--- src/sv/ots_pkg.sv ---
`default_nettype none
package ots_pkg;

  // Field widths of one input word and one result word.
  localparam int SLOT_W     = 4;
  localparam int TIME_W     = 62;
  localparam int DELTA_W    = 63;
  localparam int SLOT_RANGE = 16;

  // Command codes carried in the input word.
  typedef enum logic [1:0] {
    CMD_START_ABS   = 2'd0,
    CMD_START_DELTA = 2'd1,
    CMD_STOP        = 2'd2,
    CMD_RUN         = 2'd3
  } cmd_e_t;

  // Commands from the controller to the datapath.
  typedef struct packed {
    logic start;      // write an expiry, append the slot if it is new
    logic stop;       // drop the addressed slot from the order
    logic run_init;   // latch now and rewind the scan
    logic fire;       // report the scanned slot as expired and remove it
    logic keep;       // scanned slot stays pending: fold into minimum, step on
    logic emit_done;  // load the final next-deadline word
  } ots_ctl_t;

  // Status from the datapath to the controller.
  typedef struct packed {
    logic at_end;     // scan index has reached the order count
    logic expired;    // scanned slot expires strictly before now
    logic out_free;   // output register can take a word this cycle
  } ots_sts_t;

endpackage
`default_nettype wire

--- src/sv/ots_ctrl.sv ---
`default_nettype none
module ots_ctrl (
  input  wire logic            clk,
  input  wire logic            rst,
  input  wire logic            in_valid,
  output logic                 in_ready,
  input  wire ots_pkg::cmd_e_t in_cmd,
  input  wire ots_pkg::ots_sts_t sts,
  output ots_pkg::ots_ctl_t    ctl
);
  import ots_pkg::*;

  typedef enum logic {
    ST_IDLE,
    ST_SCAN
  } state_t;

  state_t state;
  logic   accept;

  // Items are taken only between runs.
  assign in_ready = (state == ST_IDLE);
  assign accept   = in_valid && in_ready;

  // Command decode and scan stepping.
  always_comb begin
    ctl           = '0;
    ctl.start     = accept && ((in_cmd == CMD_START_ABS) || (in_cmd == CMD_START_DELTA));
    ctl.stop      = accept && (in_cmd == CMD_STOP);
    ctl.run_init  = accept && (in_cmd == CMD_RUN);
    if (state == ST_SCAN) begin
      ctl.fire      = !sts.at_end && sts.expired && sts.out_free;
      ctl.keep      = !sts.at_end && !sts.expired;
      ctl.emit_done = sts.at_end && sts.out_free;
    end
  end

  // State register.
  always_ff @(posedge clk) begin
    if (rst) begin
      state <= ST_IDLE;
    end else begin
      unique case (state)
        ST_IDLE: begin
          if (ctl.run_init) state <= ST_SCAN;
        end
        ST_SCAN: begin
          if (ctl.emit_done) state <= ST_IDLE;
        end
        default: state <= ST_IDLE;
      endcase
    end
  end

endmodule
`default_nettype wire

--- src/sv/ots_dpath.sv ---
`default_nettype none
module ots_dpath #(
  parameter int NUM_SLOTS = 16
) (
  input  wire logic                         clk,
  input  wire logic                         rst,
  input  wire ots_pkg::ots_ctl_t            ctl,
  output ots_pkg::ots_sts_t                 sts,
  input  wire logic                         in_delta,
  input  wire logic [ots_pkg::SLOT_W-1:0]   in_slot,
  input  wire logic [ots_pkg::TIME_W-1:0]   in_time,
  input  wire logic [ots_pkg::TIME_W-1:0]   in_now,
  output logic                              out_valid,
  input  wire logic                         out_ready,
  output logic                              out_is_expiry,
  output logic [ots_pkg::SLOT_W-1:0]        out_fired_slot,
  output logic signed [ots_pkg::DELTA_W-1:0] out_next_delta,
  output logic                              out_last
);
  import ots_pkg::*;

  // Only slots that the slot field can address get storage.
  localparam int DEPTH = (NUM_SLOTS < SLOT_RANGE) ? NUM_SLOTS : SLOT_RANGE;
  localparam int IDX_W = (DEPTH > 1) ? $clog2(DEPTH) : 1;
  localparam int CNT_W = $clog2(DEPTH + 1);

  logic [TIME_W-1:0] expiry_time [DEPTH];
  logic [IDX_W-1:0]  start_order [DEPTH];
  logic [DEPTH-1:0]  pending;
  logic [CNT_W-1:0]  count;

  logic [CNT_W-1:0]  idx;
  logic              found;
  logic [TIME_W-1:0] best;
  logic [TIME_W-1:0] now_q;

  logic              slot_ok;
  logic [IDX_W-1:0]  slot_idx;
  logic [TIME_W:0]   sum;
  logic [TIME_W-1:0] exp_new;
  logic [IDX_W-1:0]  cur_slot;
  logic [TIME_W-1:0] cur_exp;
  logic [DEPTH-1:0]  stop_hit;
  logic [DEPTH-1:0]  rm_mask;
  logic              do_append;
  logic              do_stop;
  logic              do_shift;

  // Start operand: absolute expiry, or now plus delta saturated to the time range.
  assign slot_ok  = (32'(in_slot) < DEPTH);
  assign slot_idx = IDX_W'(in_slot);
  assign sum      = {1'b0, in_now} + {1'b0, in_time};
  assign exp_new  = !in_delta ? in_time : (sum[TIME_W] ? '1 : sum[TIME_W-1:0]);

  assign do_append = ctl.start && slot_ok && !pending[slot_idx] && (count < CNT_W'(DEPTH));
  assign do_stop   = ctl.stop && slot_ok && pending[slot_idx];
  assign do_shift  = do_stop || ctl.fire;

  // Scan lookup: order entry at the scan index, then its expiry.
  assign cur_slot = start_order[idx[IDX_W-1:0]];
  assign cur_exp  = expiry_time[cur_slot];

  assign sts.at_end   = (idx == count);
  assign sts.expired  = (cur_exp < now_q);
  assign sts.out_free = !out_valid || out_ready;

  // Entries from the removed position upward move down by one.
  always_comb begin
    for (int i = 0; i < DEPTH; i++) begin
      stop_hit[i] = (CNT_W'(i) < count) && (start_order[i] == slot_idx);
    end
    for (int i = 0; i < DEPTH; i++) begin
      rm_mask[i] = 1'b0;
      if (ctl.fire) begin
        rm_mask[i] = (CNT_W'(i) >= idx);
      end else begin
        for (int j = 0; j <= i; j++) begin
          rm_mask[i] = rm_mask[i] | stop_hit[j];
        end
      end
    end
  end

  // Expiry store.
  always_ff @(posedge clk) begin
    if (ctl.start && slot_ok) expiry_time[slot_idx] <= exp_new;
  end

  // Start order store: append on a new start, compact on a removal.
  always_ff @(posedge clk) begin
    if (do_append) start_order[count[IDX_W-1:0]] <= slot_idx;
    if (do_shift) begin
      for (int i = 0; i < DEPTH - 1; i++) begin
        if (rm_mask[i]) start_order[i] <= start_order[i + 1];
      end
    end
  end

  // Pending marks, order count, scan state and output valid.
  always_ff @(posedge clk) begin
    if (rst) begin
      pending   <= '0;
      count     <= '0;
      idx       <= '0;
      found     <= 1'b0;
      out_valid <= 1'b0;
    end else begin
      if (do_append) begin
        pending[slot_idx] <= 1'b1;
        count             <= count + 1'b1;
      end
      if (do_stop) begin
        pending[slot_idx] <= 1'b0;
        count             <= count - 1'b1;
      end
      if (ctl.fire) begin
        pending[cur_slot] <= 1'b0;
        count             <= count - 1'b1;
      end
      if (ctl.run_init) begin
        idx   <= '0;
        found <= 1'b0;
      end
      if (ctl.keep) begin
        idx   <= idx + 1'b1;
        found <= 1'b1;
      end
      // Rewind the scan index once the run is over, so stops cannot leave it past the end.
      if (ctl.emit_done) begin
        idx <= '0;
      end
      if (ctl.fire || ctl.emit_done) begin
        out_valid <= 1'b1;
      end else if (out_ready) begin
        out_valid <= 1'b0;
      end
    end
  end

  // Run payload: latched now, running minimum and output word.
  always_ff @(posedge clk) begin
    if (ctl.run_init) now_q <= in_now;
    if (ctl.keep && (!found || (cur_exp < best))) best <= cur_exp;
    if (ctl.fire) begin
      out_is_expiry  <= 1'b1;
      out_fired_slot <= SLOT_W'(cur_slot);
      out_next_delta <= '0;
      out_last       <= 1'b0;
    end else if (ctl.emit_done) begin
      out_is_expiry  <= 1'b0;
      out_fired_slot <= '0;
      out_next_delta <= found ? $signed({1'b0, best - now_q}) : '1;
      out_last       <= 1'b1;
    end
  end

  // The order holds exactly the pending slots.
  a_count_matches_marks: assert property (@(posedge clk) disable iff (rst)
    $countones(pending) == 32'(count))
    else $error("order count differs from number of pending slots");

  // A word is only loaded when the output register can take it.
  a_load_when_free: assert property (@(posedge clk) disable iff (rst)
    (ctl.fire || ctl.emit_done) |-> sts.out_free)
    else $error("output word loaded while previous word still held");

  // Each fired slot leaves the order.
  a_fire_shrinks: assert property (@(posedge clk) disable iff (rst)
    ctl.fire |=> (count == $past(count) - 1'b1))
    else $error("fired slot not removed from the order");

  // The scan index never passes the end of the order.
  a_idx_in_range: assert property (@(posedge clk) disable iff (rst)
    idx <= count)
    else $error("scan index beyond order count");

endmodule
`default_nettype wire

--- src/sv/one_shot_timer_bank.sv ---
`default_nettype none
// Bank of one-shot timers with slots kept in start order. A start or stop word
// is taken and gives no result. A run word scans the started slots in order,
// one order entry per cycle while the output side does not stall, through a
// single expiry compare; each slot that expires before now is reported and
// removed, then one final word gives the time to the earliest remaining expiry
// (-1 when none is pending). The next input word is taken in the cycle after
// the final word is loaded. No new input word is taken while a run is in
// progress; the output register lets the next word enter while the last result
// still waits. Reset needs no clearing pass.
module one_shot_timer_bank #(
  parameter int NUM_SLOTS = 16
) (
  input  wire logic         clk,
  input  wire logic         rst,
  input  wire logic         s_axis_tvalid,
  output logic              s_axis_tready,
  input  wire logic [135:0] s_axis_tdata,   // cmd, slot, time_value, now, zero pad
  output logic              m_axis_tvalid,
  input  wire logic         m_axis_tready,
  output logic [71:0]       m_axis_tdata,   // fired_slot, next_delta, zero pad
  output logic              m_axis_tuser,   // is_expiry
  output logic              m_axis_tlast
);
  import ots_pkg::*;

  ots_ctl_t                  ctl;
  ots_sts_t                  sts;
  cmd_e_t                    in_cmd;
  logic [SLOT_W-1:0]         fired_slot;
  logic signed [DELTA_W-1:0] next_delta;

  // Input word fields.
  assign in_cmd = cmd_e_t'(s_axis_tdata[1:0]);

  ots_ctrl u_ctrl (
    .clk      (clk),
    .rst      (rst),
    .in_valid (s_axis_tvalid),
    .in_ready (s_axis_tready),
    .in_cmd   (in_cmd),
    .sts      (sts),
    .ctl      (ctl)
  );

  ots_dpath #(
    .NUM_SLOTS (NUM_SLOTS)
  ) u_dpath (
    .clk            (clk),
    .rst            (rst),
    .ctl            (ctl),
    .sts            (sts),
    .in_delta       (in_cmd == CMD_START_DELTA),
    .in_slot        (s_axis_tdata[5:2]),
    .in_time        (s_axis_tdata[67:6]),
    .in_now         (s_axis_tdata[129:68]),
    .out_valid      (m_axis_tvalid),
    .out_ready      (m_axis_tready),
    .out_is_expiry  (m_axis_tuser),
    .out_fired_slot (fired_slot),
    .out_next_delta (next_delta),
    .out_last       (m_axis_tlast)
  );

  // Result word packing.
  assign m_axis_tdata = {5'd0, next_delta, fired_slot};

endmodule
`default_nettype wire
--- config.mk ---
export PLATFORM = sky130hd
export DESIGN_NAME = one_shot_timer_bank
export DESIGN_NICKNAME = d
export VERILOG_FILES = /design/src/sv/ots_pkg.sv /design/src/sv/ots_ctrl.sv /design/src/sv/ots_dpath.sv /design/src/sv/one_shot_timer_bank.sv
export SDC_FILE = /design/constraint.sdc
export NUM_CORES = 2
export LEC_CHECK = 0
export ABC_CLOCK_PERIOD_IN_PS = 11000
export BUFFER_PORTS_ARGS = -buffer_cell sky130_fd_sc_hd__buf_2
export CORE_MARGIN = 8
export CORE_UTILIZATION = 50
export CTS_CLUSTER_SIZE = 28
export DETAILED_ROUTE_END_ITERATION = 10
export PLACE_DENSITY_LB_ADDON = 0.12
export REMOVE_ABC_BUFFERS = 1
export SYNTH_ARGS = -nofsm -noshare
export SYNTH_HDL_FRONTEND = slang
export SYNTH_HIERARCHICAL = 1
export SYNTH_SLANG_ARGS = --single-unit
export TNS_END_PERCENT = 30
--- constraint.sdc ---
create_clock -name clk -period 11 [get_ports clk]
set_input_delay 1.1 -clock clk [delete_from_list [all_inputs] [get_ports clk]]
set_output_delay 1.1 -clock clk [all_outputs]
set_load 0.05 [all_outputs]
==> results.ini <==
[clocking]
postCtsHoldBufs=0
clock_path_buffers=3
clk_pin_slew_worst_paths_ns=0.06
htreeDepth=4
cts_setup_buffers=0
worstSkewPairLatency_ns=0.76
root_buffer=clkbuf_16
cts_buffers=140
cts_resized=0
cts_sinks=1282
cts_tree=yes

[placed_design]
dpl.hpwl_um=108000
preCtsSetupSlack_ns=2.00
place.gp.congestion=0.912
io_buffers=204

[timing]
slew_headroom_pct=10.9
timing.fmax_mhz=109
hold_violations=0
final.min_clock_period_ns=9.16
final_max_slew_viol_count=0
rsz0062_at_grt=false
finalClockSkew_ns=0.0314
finalCritPeriodShare_pct=83.2
finalSetupTns_ns=0
tightest_slew_ns=1.34
setup_viol=0
setup_ws_ns=1.84

[detailed_routing]
antenna_left=0
finalWirelength_um=171000
vias=37389
firstDrtPassIters=5
drt_iter0_markers=4143
drc=0
routedWlPerCell_um=28.2
via_per_inst=6.17

[global_route]
grt_usage_pct=25.3
grt_overflow=0
grt_pass1_vias=36501
grt_max_degree=84
antenna_found_initial=0
grt_pass1_wl_um=248000

[synthesis]
ys_seq_elements=1282
syn_area_um2=60900
synth_edf_count=1184
synth-async-reset-ratio_pct=0
synth_cell_type_count=92
synth_compound_area_share_pct=9.54
yosysMostFrequentCell=edfxtp_1
netlist_instances=4128
synth_top_family_by_area=multiplexers
synth_top_area_cell=edfxtp_1
synth_fa_ha_area_share_pct=5.26
synthSimpleGateAreaFrac_pct=6.06
netlist_top_cells_area=edfxtp_1, mux4_2, ha_1
synth_top_area_share_pct=58.3
synth_seq_area_share_pct=61.6
syn-mean-instance-area_um2=14.8
synth_ff_type=edfxtp_1
synthMuxAreaShare_pct=12.2
synth-xor-area-share_pct=2.64
yosysWarnings=6
netlist_top_cells_count=edfxtp_1, a21oi_1, mux4_2, ha_1, nor2_1

[die]
placeableCoreArea_um2=121000
die_w_um=365
die_h_um=365
dieArea_um2=133000
initial_core_util_pct=50.2
io_pins=216
num_rows=128

[final_layout]
drive_above_1_share_pct=19.5
final_nets=4708
fillCellCount=9841
areaGrowthSynthToFinish_pct=12.0

[worst_setup_path]
slowest_stage=mux4_4
ff2ff_setup_slack_ns=1.84
crit_path_max_fanout=38
crit_buf_inv=3
reg2reg_to=u_dpath/start_order[14][0]$_DFFE_PP_
path_class=flop to flop
max_stage_delay_ns=0.99
worstPathArrival_ns=9.65
crit_path_start_kind=flop
end_kind=flop
cp_common_cell=buf_4
cp_num_cells=26
crit_end=u_dpath/start_order[14][0]$_DFFE_PP_
worstPathRequired_ns=11.49
crit_family=simple AND/OR/NAND/NOR gates
reg2reg_depth=26

[min_path]
min_path_type=flop to flop

[power]
vdd_drop_max_v=0.000176
p_per_area_nw_per_um2=178
p_leak_nw=24.2

[run_status]
status=completed

[job]
max-cap-violations=0

-- worst register-to-register path: cells and delay by family, from the launching register on --
| kind | cells | cell delay, ns |
|---|---|---|
| muxes | 4 | 2.25 |
| AOI/OAI and AO/OA | 5 | 1.24 |
| and+or+nand+nor | 13 | 3.72 |
| adders and majority gates | 1 | 0.41 |
| DFF | 1 | 0.31 |
| buffers and inverters | 3 | 0.98 |
-- cell usage in the layout (no fill, tap or decap), types with 9 or more instances in the layout --
cell type | synthesis | routed
edfxtp_1 | 1184 | 1184
a21oi_1 | 299 | 297
mux4_2 | 270 | 267
ha_1 | 253 | 253
nor2_1 | 225 | 225
buf_2 | 57 | 204
inv_1 | 168 | 168
clkbuf_16 | 0 | 141
a21o_1 | 135 | 135
a211oi_1 | 133 | 133
o21ai_0 | 111 | 111
nand2_1 | 105 | 105
nor2b_1 | 104 | 103
dfxtp_1 | 98 | 98
xnor2_1 | 93 | 93
xor2_1 | 91 | 91
mux2i_1 | 68 | 68
mux2_2 | 60 | 60
nand4_1 | 58 | 58
buf_4 | 10 | 49
nand3_1 | 40 | 40
nand2b_1 | 39 | 39
nor3_1 | 34 | 33
a31oi_1 | 33 | 33
clkbuf_1 | 126 | 25
clkinv_2 | 0 | 25
clkinv_1 | 0 | 24
o21bai_1 | 24 | 24
o21a_1 | 19 | 19
or3_1 | 17 | 17
and3_1 | 28 | 16
a2111oi_0 | 15 | 15
and2_1 | 19 | 14
and3_4 | 0 | 13
nor4_1 | 12 | 12
bufinv_16 | 0 | 11
and4_1 | 9 | 9
or2_2 | 9 | 9
o31ai_1 | 10 | 9
a21oi_2 | 9 | 9
-- cell families after synthesis --
group / Yosys count
AOI/OAI and AO/OA: 894
and+or+nand+nor: 723
DFF: 1282
xor gates and xnor gates: 184
adders and majority gates: 255
buffers and inverters: 391
other: 1
muxes: 398
-- how the worst min path moves through the flow --
stage	depth (start not counted)	slack [ns]	startpoint	endpoint
floorplan	2	0.43	u_dpath/pending[2]$_SDFF_PP0_	u_dpath/pending[2]$_SDFF_PP0_
global placement	2	0.45	u_dpath/pending[7]$_SDFF_PP0_	u_dpath/pending[7]$_SDFF_PP0_
detailed placement	2	0.45	u_dpath/pending[7]$_SDFF_PP0_	u_dpath/pending[7]$_SDFF_PP0_
CTS	2	0.47	u_dpath/pending[7]$_SDFF_PP0_	u_dpath/pending[7]$_SDFF_PP0_
global route	2	0.48	u_dpath/pending[3]$_SDFF_PP0_	u_dpath/pending[3]$_SDFF_PP0_
finish	2	0.47	u_dpath/pending[3]$_SDFF_PP0_	u_dpath/pending[3]$_SDFF_PP0_
-- flip-flops by register name, summed over array words and instances, names as in the netlist, named ones only --
signal and cells:
u_dpath/out_fired_slot 4, u_dpath/pending 16, u_dpath/count 5, u_dpath/start_order 64, u_dpath/out_last 1, u_dpath/best 62
u_dpath/idx 5, u_dpath/now_q 62, u_dpath/expiry_time 992, u_dpath/out_next_delta 63, u_dpath/out_is_expiry 1, u_ctrl/state 1
u_dpath/found 1, u_dpath/out_valid 1
-- report_power, final --
group	leakage, nW	total, mW	internal [mW]	switching [mW]
Sequential	11.4	5.66	5.55	0.118
Clock	2.24	4.68	2.68	2.00
Combinational	10.5	1.79	0.568	1.22
Total	24.2	12.1	8.80	3.34
-- routing by layer --
| metal | vias to the layer above | wire length (µm) | GRT usage, % |
|---|---|---|---|
| met5 | - | 0 | 0 |
| met4 | 0 | 5990 | 8.94 |
| met3 | 277 | 12200 | 3.57 |
| met2 | 1415 | 79700 | 40.0 |
| met1 | 19140 | 73000 | 36.0 |
| li1 | 16557 | - | - |
-- area by class of cell --
cell class | count | area [µm²] | area share (%)
repair buffers | 261 | 1550 | 2.27
clock buffers | 171 | 3680 | 5.40
diodes | 2 | 5.00 | 0.00733
clock inverters | 86 | 923 | 1.35
multi-input cells | 2459 | 21900 | 32.1
inverters | 169 | 634 | 0.929
well taps | 1625 | 2030 | 2.98
flip-flops and latches | 1282 | 37500 | 55.0
-- per-stage QoR --
step                hold slack, ns  power, mW  cell area (µm²)  instances  utilization (%)
finish                       0.471       12.1            68300       6055             56.2
global route                 0.482       12.5            68300       6053             56.2
CTS                          0.466       12.2            68300       6053             56.2
detailed placement           0.453       7.55            63600       5796             52.4
global placement             0.452       7.53            63600       5796             52.4
floorplan                    0.432       7.09            59900       3910                -
(Power assumes the default switching activity.)
